===== config.mk =====
export PLATFORM = sky130hd
export DESIGN_NAME = mlp_front
export DESIGN_NICKNAME = d
export VERILOG_FILES = /design/src/mlp_pkg.sv /design/src/mlp_front.sv
export SDC_FILE = /design/constraint.sdc
export NUM_CORES = 1
export LEC_CHECK = 0
export BUFFER_PORTS_ARGS = -buffer_cell sky130_fd_sc_hd__buf_2
export CORE_MARGIN = 10
export CORE_UTILIZATION = 25
export DETAILED_ROUTE_END_ITERATION = 7
export PLACE_DENSITY = 0.43
export SLEW_MARGIN = 0
export SYNTH_ARGS = -nofsm -noshare
export SYNTH_HDL_FRONTEND = slang
export SYNTH_SLANG_ARGS = --single-unit

===== constraint.sdc =====
create_clock -name aclk -period 9.15 [get_ports aclk]
set_clock_uncertainty 0.15 [all_clocks]
set_input_delay 1.83 -clock aclk [delete_from_list [all_inputs] [get_ports aclk]]
set_output_delay 1.83 -clock aclk [all_outputs]
set_load 0.01 [all_outputs]

===== src/mlp_pkg.sv =====
// package: widths, codes and types shared by the neuron engine modules
`default_nettype none
package mlp_pkg;
    localparam int ADDR_W   = 16;
    localparam int DATA_W   = 32;
    localparam int MAX_INPUTS  = 64;
    localparam int MAX_HIDDEN  = 32;
    localparam int MAX_OUTPUTS = 8;
    localparam int DEPTH    = 1 << ADDR_W;
    localparam int LEN_W    = 7;

    localparam logic [ADDR_W-1:0] BASE_INPUT  = 16'h0000;
    localparam logic [ADDR_W-1:0] BASE_W1     = 16'h1000;
    localparam logic [ADDR_W-1:0] BASE_B1     = 16'h2000;
    localparam logic [ADDR_W-1:0] BASE_HIDDEN = 16'h3000;
    localparam logic [ADDR_W-1:0] BASE_W2     = 16'h4000;
    localparam logic [ADDR_W-1:0] BASE_B2     = 16'h5000;
    localparam logic [ADDR_W-1:0] BASE_OUTPUT = 16'h6000;

    localparam logic [1:0] MODE_WRITE  = 2'd0;
    localparam logic [1:0] MODE_READ   = 2'd1;
    localparam logic [1:0] MODE_HIDDEN = 2'd2;
    localparam logic [1:0] MODE_OUTPUT = 2'd3;

    localparam logic [1:0] ST_OK    = 2'd0;
    localparam logic [1:0] ST_RANGE = 2'd1;
    localparam logic [1:0] ST_SAT   = 2'd2;

    localparam logic [1:0] REG_INPUT  = 2'd0;
    localparam logic [1:0] REG_HIDDEN = 2'd1;
    localparam logic [1:0] REG_OUTPUT = 2'd2;

    // classified command handed from front to back
    typedef struct packed {
        logic [1:0]        mode;
        logic              skip;
        logic [ADDR_W-1:0] addr;
        logic [DATA_W-1:0] wdata;
        logic [4:0]        index;
        logic [ADDR_W-1:0] bias_addr;
        logic [ADDR_W-1:0] act_base;
        logic [ADDR_W-1:0] w_base;
        logic [ADDR_W-1:0] dest_addr;
        logic [LEN_W-1:0]  length;
    } cmd_t;
endpackage
`default_nettype wire


===== src/mlp_front.sv =====
// front end: config registers, item classification and address setup
`default_nettype none
module mlp_front import mlp_pkg::*; (
    input  wire logic              aclk,
    input  wire logic              aresetn,
    input  wire logic              cfg_valid,
    output logic                   cfg_ready,
    input  wire logic [1:0]        cfg_index,
    input  wire logic [31:0]       cfg_data,
    input  wire logic              s_valid,
    output logic                   s_ready,
    input  wire logic [1:0]        s_mode,
    input  wire logic [15:0]       s_word_address,
    input  wire logic [31:0]       s_write_value,
    input  wire logic [4:0]        s_neuron_index,
    output logic                   q_valid,
    input  wire logic              q_ready,
    output cmd_t                   q_cmd
);
    logic [6:0] in_cnt_reg;
    logic [5:0] hid_cnt_reg;
    logic [3:0] out_cnt_reg;
    logic [6:0] nin;
    logic [5:0] nh;
    logic [3:0] no;
    logic [12:0] row_off;
    cmd_t cmd;

    assign cfg_ready = 1'b1;
    assign s_ready   = !q_valid || q_ready;

    always_ff @(posedge aclk) begin
        if (!aresetn) begin
            in_cnt_reg  <= 7'd49;
            hid_cnt_reg <= 6'd10;
            out_cnt_reg <= 4'd3;
        end else if (cfg_valid) begin
            case (cfg_index)
                REG_INPUT:  in_cnt_reg  <= cfg_data[6:0];
                REG_HIDDEN: hid_cnt_reg <= cfg_data[5:0];
                REG_OUTPUT: out_cnt_reg <= cfg_data[3:0];
                default: ;
            endcase
        end
    end

    assign nin = (in_cnt_reg > 7'(MAX_INPUTS)) ? 7'(MAX_INPUTS) : in_cnt_reg;
    assign nh  = (hid_cnt_reg > 6'(MAX_HIDDEN)) ? 6'(MAX_HIDDEN) : hid_cnt_reg;
    assign no  = (out_cnt_reg > 4'(MAX_OUTPUTS)) ? 4'(MAX_OUTPUTS) : out_cnt_reg;

    always_comb begin
        row_off = (s_mode == MODE_HIDDEN) ? 13'(s_neuron_index) * 13'(nin)
                                          : 13'(s_neuron_index) * 13'(nh);
        cmd = '0;
        cmd.mode  = s_mode;
        cmd.addr  = s_word_address;
        cmd.wdata = s_write_value;
        cmd.index = s_neuron_index;
        if (s_mode == MODE_HIDDEN) begin
            cmd.skip      = ({1'b0, s_neuron_index} >= nh);
            cmd.bias_addr = BASE_B1 + 16'(s_neuron_index);
            cmd.act_base  = BASE_INPUT;
            cmd.w_base    = BASE_W1 + 16'(row_off);
            cmd.dest_addr = BASE_HIDDEN + 16'(s_neuron_index);
            cmd.length    = nin;
        end else if (s_mode == MODE_OUTPUT) begin
            cmd.skip      = (5'(no) <= s_neuron_index);
            cmd.bias_addr = BASE_B2 + 16'(s_neuron_index);
            cmd.act_base  = BASE_HIDDEN;
            cmd.w_base    = BASE_W2 + 16'(row_off);
            cmd.dest_addr = BASE_OUTPUT + 16'(s_neuron_index);
            cmd.length    = 7'(nh);
        end
    end

    always_ff @(posedge aclk) begin
        if (!aresetn) begin
            q_valid <= 1'b0;
        end else if (s_ready) begin
            q_valid <= s_valid;
        end
    end

    always_ff @(posedge aclk) begin
        if (s_valid && s_ready) begin
            q_cmd <= cmd;
        end
    end
endmodule
`default_nettype wire


==> results of run 1 <==
==> logic make-up (layout without fill, tap and decap cells) <==
kind of cell,count (synthesis),count (layout),synth area share [%]
mux,29,29,4.643
simple gates,157,157,13.69
buf+inv,119,242,9.926
xor+xnor,9,9,1.261
flops,102,102,46.11
fa+ha+maj,80,80,19.13
other cells,2,33,0.1201
compound gates,43,43,5.123
==> cell usage in the layout, fill, tap and decap left out, drive strengths merged, types with 4 or more instances in the layout <==
cell,synthesis,routed
fa,26,26
a21oi,6,6
clkbuf,11,9
inv,59,62
o21bai,4,4
o211ai,4,4
ha,54,54
nand2b,5,5
xnor2,5,5
mux2i,29,29
and2,43,43
nor2b,37,37
nor2,18,18
o21ai,8,8
nand2,37,37
dfxtp,18,18
xor2,4,4
nor3b,5,5
buf,49,167
a221oi,4,4
edfxtp,84,84
conb,2,33
==> power by group <==
group,internal [mW],switching (mW),leakage [nW]
Sequential,0.536,0.00854,0.969
Combinational,0.101,0.151,2.38
Clock,0.217,0.181,0.146
Total,0.854,0.340,3.49
==> tightest hold or removal path: stages, from the launching register on <==
cell     delay [ns]
dfxtp_1        0.33
mux2i_1        0.06
nand2_1        0.06
==> path summary, 6_finish.rpt <==
check        slack (ns)  depth (start not counted)                        from                          to
max                3.73                         12           s_neuron_index[4]         q_cmd[33]$_DFFE_PP_
min                0.32                          2  in_cnt_reg[4]$_SDFFE_PN1P_  in_cnt_reg[4]$_SDFFE_PN1P_
max reg2reg        4.39                         12  in_cnt_reg[6]$_SDFFE_PN0P_         q_cmd[33]$_DFFE_PP_
min reg2reg        0.32                          2  in_cnt_reg[4]$_SDFFE_PN1P_  in_cnt_reg[4]$_SDFFE_PN1P_
==> routing by layer <==
| layer | up-vias | global-route usage [%] | routed length, um |
|---|---|---|---|
| met5 | - | 0 | 13 |
| met4 | 2 | 3.091 | 232 |
| met3 | 15 | 3.362 | 1445 |
| met2 | 166 | 16.27 | 7190 |
| met1 | 2007 | 12.15 | 7257 |
| li1 | 2034 | - | - |
==> final cells by class <==
cell class,instances,area share [%]
tap,324,5.387
multi-input combinational,351,38.11
inverter,59,2.943
sequential,102,38.31
clock buffer,9,2.993
clock inverter,7,1.081
timing repair buffer,167,11.17
==> metrics by stage <==
step                instances  hold WS, ns
floorplan                 572       0.2832
global placement         1003       0.2935
detailed placement       1003       0.3044
CTS                      1019       0.3233
global route             1019       0.3523
finish                   1019       0.3215
==> out/metrics.yaml, run 1 <==
clock_tree:
  hold_buffers: 0
  clock-sinks: 102
  cts_root_buffer: "clkbuf_16"
  ctsHtreeMaxLevel: 3
  cts_resized: 0
  clock_latency_ns: 0.35
  path_clk_slew_ns: 0.07
  cts_setup_buffers: 0
  cts_buffers: 9
  clockBufferDepth: 2
  cts_tree: "done"
sta:
  fin_ws_ns: 3.732
  setup_viol: 0
  maxSlewViolCount: 0
  fin_setup_tns_ns: 0
  period_needed_ns: 5.418
  worst_pin_slew_ns: 0.7539
  hold_viol_final: 0
  min_period_over_period_pct: 59.21
  clock.fmax_ghz: 0.1846
  rsz0062_at_grt: "false"
  slew_headroom_pct: 49.74
place:
  port_buffers: 165
  place_area_mm2: 0.007218
  hpwl_um: 12940
  place_ws_ns: 3.302
  place_congestion: 0.8256
drt:
  drt-total-wl_um: 16140
  drt-wirelength-per-cell_um: 15.84
  antenna_left: 0
  vias: 4224
  drt_iter0_drc: 134
  via_per_inst: 4.145
  first_pass_iters: 4
  drc_errors: 0
layout:
  multi_input_area_mm2: 0.002868
  syn2layout_area_growth_pct: 20.35
  seqCellArea_mm2: 0.002883
  design_area_mm2: 0.007525
  num-nets-final: 864
  largest_reg_flops: 84
  final_core_util_pct: 30.76
  fillers: 2517
  n_antenna_cell: 0
  drive_gt1_share_pct: 27.34
yosys:
  ys_seq_elements: 102
  yosys-top-cells-area: "edfxtp_1 40%, ha_1 11%, fa_1 8.3%"
  synth_common_cells: "84 x edfxtp_1, 58 x inv_1, 54 x ha_1"
  yosysMostFrequentCell: "edfxtp_1"
  synth.distinct_cells: 45
  ys.flop_type: "edfxtp_1"
  synth_area_mm2: 0.006252
  synth_edf_count: 84
  synth_warnings: 0
  synthCells: 541
  yosysSeqAreaShare_pct: 46.11
  synth_top_area_share_pct: 40.34
  async_reset_ff_share_pct: 0
  yosys.area.top_type: "edfxtp_1"
  synth.avg_cell_area_um2: 11.56
global_route:
  grt_pass1_vias: 4577
  grt_pass1_wl_um: 24760
  antenna_found_initial: 1
  grt_util_all_layers_pct: 9.965
  grt_start_max_net_pins: 63
  overflow: 0
critical_path:
  cp.required_ns: 9.08
  crit_family: "adder cells"
  cp-start-kind: "input pin"
  path_buf_inv: 2
  crit_slowest_cell: "fa_1"
  slowest_delay_ns: 0.54
  path_max_fanout: 18
  end_kind: "flip-flop"
  cpMostUsedCell: "fa_1"
  path_cells: "buf_2, nand2_1, fa_1, fa_1, fa_1, inv_1, ha_1, nor2b_4, o31a_1, a221oi_2, mux2i_1, o211ai_1"
  crit_arrival_ns: 5.35
  critPathKind: "in -> reg"
die:
  num_rows: 57
  initial_core_util_pct: 25.56
  io_pins: 224
  die_area_mm2: 0.03173
  dieHeight_um: 178.1
  core_mm2: 0.02446
  die_w_um: 178.1
power_and_ir_drop:
  p_leak_nw: 3.491
  ir_drop_uv: 65.44
  total_power_mw: 1.194
  power_density_mw_per_mm2: 158.7
worst_hold_path:
  hold_path.class: "reg -> reg"
run_status:
  outcome: "completed"
run:
  cap_viol_max_count: 0
(Power assumes the default switching activity.)
==> run 2: changes to the inputs <==
Settings changed: PLACE_DENSITY 0.43 to 0.45.
Clock period 9.15 ns to 4.55 ns, I/O delays scaled along.
==> run 2 against run 1 <==
Compared with the run above:
- sequential share of layout area shrank 1.5 points
- first-iteration DRC count increased by 25%
- final cell count up 4.3%
- critical path depth unchanged
- wire length up 2.6%
- clock power grew 84%
- global-route usage up 0.14 points
- count of clock-buffer cells in the layout is the same
- non-clock buffer count grew 45
- sequential power up 100%
- largest power group unchanged
==> out/metrics.yaml, run 2 (synthesis results as in run 1) <==
run_status:
  outcome: "completed"
critical_path:
  crit_family: "adder cells"
  crit_slowest_cell: "fa_1"
  cp-start-kind: "input pin"
  path_max_fanout: 9
  slowest_delay_ns: 0.56
  cpMostUsedCell: "fa_1"
  ff2ff_path_depth: 13
  cp.required_ns: 4.49
  critPathKind: "in -> reg"
  end_kind: "flip-flop"
  path_buf_inv: 2
  r2r_setup_slack_ns: 0.36
  worst_r2r_endpoint: "q_cmd[33]$_DFFE_PP_"
  crit_arrival_ns: 4.24
  reg2reg_from: "in_cnt_reg[6]$_SDFFE_PN0P_"
  path_cells: "buf_2, nand2_1, fa_1, fa_1, fa_1, inv_1, ha_1, nor2b_4, o31a_1, a221oi_2, mux2i_1, o211ai_1"
die:
  io_pins: 224
  dieHeight_um: 178.1
  die_area_mm2: 0.03173
  num_rows: 57
  die_w_um: 178.1
  initial_core_util_pct: 25.56
  core_mm2: 0.02446
layout:
  n_antenna_cell: 0
  syn2layout_area_growth_pct: 25.32
  final_common_cell: "buf_2"
  stdcell_count: 1063
  drive_gt1_share_pct: 31.94
  num-nets-final: 909
  largest_reg_flops: 84
  final_cell_mix: "164 x buf_2, 84 x edfxtp_1, 58 x inv_1, 54 x ha_1, 47 x buf_4"
power_and_ir_drop:
  power_density_mw_per_mm2: 304.8
  p_switching_mw: 0.6894
  p_int_mw: 1.698
  pwr-share-comb_pct: 23.5
  p_sw_share_pct: 28.87
  pwr-share-seq_pct: 45.9
  clockPowerShare_pct: 30.7
  p_leak_nw: 3.693
  ir_drop_uv: 152.0
drt:
  via_per_inst: 4.050
  drt-wirelength-per-cell_um: 15.57
  drc_errors: 0
  drt-total-wl_um: 16550
  vias: 4305
  drt_iter0_drc: 167
  first_pass_iters: 4
  antenna_left: 0
sta:
  hold_viol_final: 0
  rsz0062_at_grt: "false"
  worst_pin_slew_ns: 0.5867
  finalHoldWorstSlack_ns: 0.3236
  maxSlewViolCount: 0
  min_period_over_period_pct: 94.43
  period_needed_ns: 4.297
  slew_headroom_pct: 60.81
  setup_viol: 0
  clock.fmax_ghz: 0.2327
place:
  place_inst: 1048
  place_congestion: 0.7808
  port_buffers: 165
  hpwl_um: 13390
global_route:
  grt_pass1_vias: 4482
  grt_pass1_wl_um: 24980
  overflow: 0
  grt_start_max_net_pins: 35
  grt_util_all_layers_pct: 10.11
  antenna_found_initial: 1
worst_hold_path:
  hold_path.class: "reg -> reg"
  hold_end: "in_cnt_reg[5]$_SDFFE_PN1P_"
  hold_depth: 2
  hold_start: "in_cnt_reg[5]$_SDFFE_PN1P_"
clock_tree:
  ctsHtreeMaxLevel: 3
  cts_root_buffer: "clkbuf_16"
  cts_tree: "done"
  clockBufferDepth: 2
  cts_buffers: 9
  clock_latency_ns: 0.35
  clock-sinks: 102
  path_clk_slew_ns: 0.07
run:
  cap_viol_max_count: 0
run 2: cell count changes in the layout (fill, tap and decap cells not counted), sizes merged:
cell | previous run | this run
inv | 62 | 61
bufinv | 1 | 0
clkbuf | 9 | 10
buf | 167 | 211
clkinvlp | 2 | 3
run 2: how the worst max path moves through the flow:
stage / from / endpoint / depth (start not counted) / slack, ns
3_5_place_dp: s_neuron_index[3] / q_cmd[31]$_DFFE_PP_ / 14 / -0.14
3_3_place_gp: s_neuron_index[3] / q_cmd[32]$_DFFE_PP_ / 14 / -0.15
6_report: s_neuron_index[4] / q_cmd[33]$_DFFE_PP_ / 12 / 0.25
4_1_cts: in_cnt_reg[6]$_SDFFE_PN0P_ / q_cmd[33]$_DFFE_PP_ / 13 / 0.12
5_1_grt: s_neuron_index[3] / q_cmd[31]$_DFFE_PP_ / 15 / 0.09
2_1_floorplan: s_neuron_index[4] / q_cmd[33]$_DFFE_PP_ / 12 / 0.06
run 2: per-layer routing:
metal	vias to the layer above	GRT usage, %	part of all wire (%)
met1	2012	13.09	47
met3	9	2.918	8.9
met5	-	0	0.073
met2	167	16.06	44
met4	2	2.813	0.79
li1	2115	-	-
run 2: area by class of cell:
type / count / area, um^2
multi-input cells: 351 / 2870
repair buffers: 212 / 1181
flip-flops and latches: 102 / 2884
clock buffers: 9 / 225.2
well taps: 324 / 405.4
inverters: 59 / 221.5
fillers: 2535 / 16630
clock inverters: 6 / 47.55
run 2: through the flow:
stage / total power [mW] / setup slack, ns / area [um^2] / setup TNS [ns] / utilization (%)
floorplan: 1.480 / 0.06481 / 6369 / 0 / -
global placement: 1.691 / -0.1534 / 7556 / -0.6531 / 30.89
detailed placement: 1.690 / -0.1350 / 7556 / -0.5872 / 30.89
CTS: 2.447 / 0.1203 / 7829 / 0 / 32.00
global route: 2.543 / 0.09112 / 7835 / 0 / 32.03
finish: 2.388 / 0.2533 / 7835 / 0 / 32.03
run 2: power groups by stage:
stage,clock network (mW),registers (mW),logic [mW]
6_report,0.732,1.10,0.560
5_1_grt,0.805,1.10,0.637
4_1_cts,0.774,1.10,0.576
3_5_place_dp,0,1.12,0.572
3_3_place_gp,0,1.12,0.573
2_1_floorplan,0,1.15,0.333
run 2: worst register-to-register path: stages (launching register included):
cell	delay, ns
dfxtp_2	0.38
nor2b_1	0.37
and2_1	0.21
fa_1	0.44
fa_1	0.55
inv_1	0.05
fa_1	0.52
inv_1	0.04
ha_1	0.31
o21a_1	0.18
o31a_1	0.14
a221oi_2	0.26
mux2i_1	0.23
o211ai_1	0.10
run 2: what timing repair did:
item	4_1_cts	5_1_grt
setup buffers	0	0
setup endpoints to repair	0	5
hold buffers	0	0
gates resized for setup	0	3
==> run 3: changes to the inputs <==
--- a/config.mk
+++ b/config.mk
@@ -12,2 +12,3 @@
 export PLACE_DENSITY = 0.45
+export RECOVER_POWER = 100
 export SLEW_MARGIN = 0
==> constraint.sdc (replaced) <==
create_clock -name aclk -period 4.55 [get_ports aclk]
set_clock_uncertainty 0.15 [all_clocks]
set_input_delay 0.6825 -clock aclk [delete_from_list [all_inputs] [get_ports aclk]]
set_output_delay 0.6825 -clock aclk [all_outputs]
set_load 0.01 [all_outputs]
==> run 3 against run 2 <==
Compared with the run above:
- the flow now finishes with violations (max-capacitance violations, max-slew violations)
- via count increased by 0.81%
- largest power group unchanged
- wire length increased by 1.7%
- sequential share of layout area increased by 0.83 points
- largest cell class unchanged
- worst hold slack got worse by 0.0091 ns
- critical path type unchanged
- global-route usage increased by 0.30 points
- count of clock-buffer cells in the layout unchanged
- register-to-register slack got worse by 0.07 ns
- first-iteration DRC count increased by 10%
==> out/metrics.yaml, run 3 (synthesis results as in run 1) <==
run_status:
  outcome: "finished, violations left"
  violations: "max-capacitance violations, max-slew violations"
critical_path:
  crit_arrival_ns: 4.22
  path_max_fanout: 8
  ff2ff_path_depth: 13
  r2r_setup_slack_ns: 0.29
  end_kind: "flip-flop"
  cp-start-kind: "input pin"
  cp.required_ns: 4.50
  worst_r2r_endpoint: "q_cmd[33]$_DFFE_PP_"
  reg2reg_from: "in_cnt_reg[6]$_SDFFE_PN0P_"
  critPathKind: "in -> reg"
drt:
  via_per_inst: 4.090
  drt-total-wl_um: 16830
  wl_met3_um: 1404
  first_pass_iters: 4
  highest-signal-layer: "met5"
  wl_met1_um: 7833
  vias: 4340
  wl_met2_um: 7403
  antenna_left: 0
  drt_iter0_drc: 184
  drt-wirelength-per-cell_um: 15.86
  drc_errors: 0
clock_tree:
  cts_buffers: 9
  cts_setup_buffers: 0
  cts_tree: "done"
  clock-sinks: 102
  cts_root_buffer: "clkbuf_16"
  clockBufferDepth: 2
  ctsHtreeMaxLevel: 3
  path_clk_slew_ns: 0.07
  clock_latency_ns: 0.35
sta:
  rsz0062_at_grt: "false"
  worst_pin_slew_ns: 3.315
  clock.fmax_ghz: 0.2342
  maxSlewViolCount: 70
  period_needed_ns: 4.269
  min_period_over_period_pct: 93.83
  fin_setup_tns_ns: 0
  hold_viol_final: 0
  setup_viol: 0
  slew_headroom_pct: -121.0
  fin_ws_ns: 0.2805
layout:
  fillers: 2608
  syn2layout_area_growth_pct: 22.49
  num-nets-final: 906
  final_cell_mix: "110 x clkbuf_1, 84 x edfxtp_1, 60 x buf_2, 59 x inv_1, 54 x ha_1"
  multi_input_area_mm2: 0.002864
  drive_gt1_share_pct: 16.28
  final_common_cell: "clkbuf_1"
  n_antenna_cell: 0
  seqCellArea_mm2: 0.002883
  largest_reg_flops: 84
worst_hold_path:
  hold_end: "in_cnt_reg[5]$_SDFFE_PN1P_"
  hold_depth: 2
  hold_start: "in_cnt_reg[5]$_SDFFE_PN1P_"
  hold_path.class: "reg -> reg"
global_route:
  grt_start_max_net_pins: 70
  grt_util_all_layers_pct: 10.40
  antenna_found_initial: 1
  overflow: 0
  grt_pass1_wl_um: 25610
  grt_pass1_vias: 4558
power_and_ir_drop:
  pwr-share-seq_pct: 46.4
  p_leak_nw: 3.354
  power_density_mw_per_mm2: 310.1
  ir_drop_uv: 165.4
  p_switching_mw: 0.6974
  clockPowerShare_pct: 31.3
  p_int_mw: 1.678
  pwr-share-comb_pct: 22.4
  p_sw_share_pct: 29.36
die:
  core_mm2: 0.02446
  die_area_mm2: 0.03173
  die_w_um: 178.1
  dieHeight_um: 178.1
  io_pins: 224
  num_rows: 57
  initial_core_util_pct: 25.56
place:
  place_congestion: 0.7795
  hpwl_um: 13350
  port_buffers: 165
  place_ws_ns: 0.06180
run:
  cap_viol_max_count: 1
-- run 3: layer usage --
| layer | track usage, % | up-vias |
|---|---|---|
| met3 | 2.981 | 10 |
| met2 | 16.71 | 166 |
| li1 | - | 2122 |
| met5 | 0 | - |
| met1 | 13.34 | 2040 |
| met4 | 2.918 | 2 |
-- run 3: cell type report --
cell class,count,share of cell area (%)
multi-input cells,351,37.40
repair buffers,209,13.10
well taps,324,5.293
clock buffers,9,2.941
flip-flops and latches,102,37.64
clock inverters,7,0.7352
inverters,59,2.892
-- run 3: worst max-delay path: stages --
cell	delay (ns)
clkbuf_1	0.42
nand2_1	0.16
fa_1	0.53
fa_1	0.52
fa_1	0.54
inv_1	0.04
ha_1	0.29
nor2b_4	0.13
o31a_1	0.30
a221oi_2	0.27
mux2i_1	0.23
o211ai_1	0.10
-- run 3: how the worst max path moves through the flow --
| stage | from | slack, ns | end |
|---|---|---|---|
| after floorplan | s_neuron_index[4] | 0.29 | q_cmd[33]$_DFFE_PP_ |
| after global placement | s_neuron_index[2] | 0.05 | q_cmd[33]$_DFFE_PP_ |
| after detailed placement | in_cnt_reg[6]$_SDFFE_PN0P_ | 0.06 | q_cmd[33]$_DFFE_PP_ |
| after CTS | in_cnt_reg[6]$_SDFFE_PN0P_ | 0.05 | q_cmd[33]$_DFFE_PP_ |
| after global routing | in_cnt_reg[6]$_SDFFE_PN0P_ | 0.03 | q_cmd[33]$_DFFE_PP_ |
| final | s_neuron_index[4] | 0.28 | q_cmd[33]$_DFFE_PP_ |
-- run 3: per-stage QoR --
stage	cells	cell area, um^2	util, %	hold WS [ns]	total power, mW
finish	1061	7659	31.31	0.3145	2.375
global route	1061	7659	31.31	0.3288	2.534
CTS	1061	7815	31.95	0.3192	2.451
detailed placement	1045	7533	30.80	0.2977	1.684
global placement	1045	7533	30.80	0.2977	1.684
floorplan	572	6369	-	0.2832	1.480
-- run 3: timing repair --
action,in CTS,in global routing
hold buffers,0,0
resized for setup,0,2
endpoints found under the setup margin,0,4
-- run 3: power by group through the flow --
stage          combinational, mW  sequential, mW  clock (mW)
2_1_floorplan              0.333            1.15           0
3_3_place_gp               0.566            1.12           0
3_5_place_dp               0.566            1.12           0
4_1_cts                    0.569            1.10       0.784
5_1_grt                    0.611            1.11       0.815
6_report                   0.532            1.10       0.742
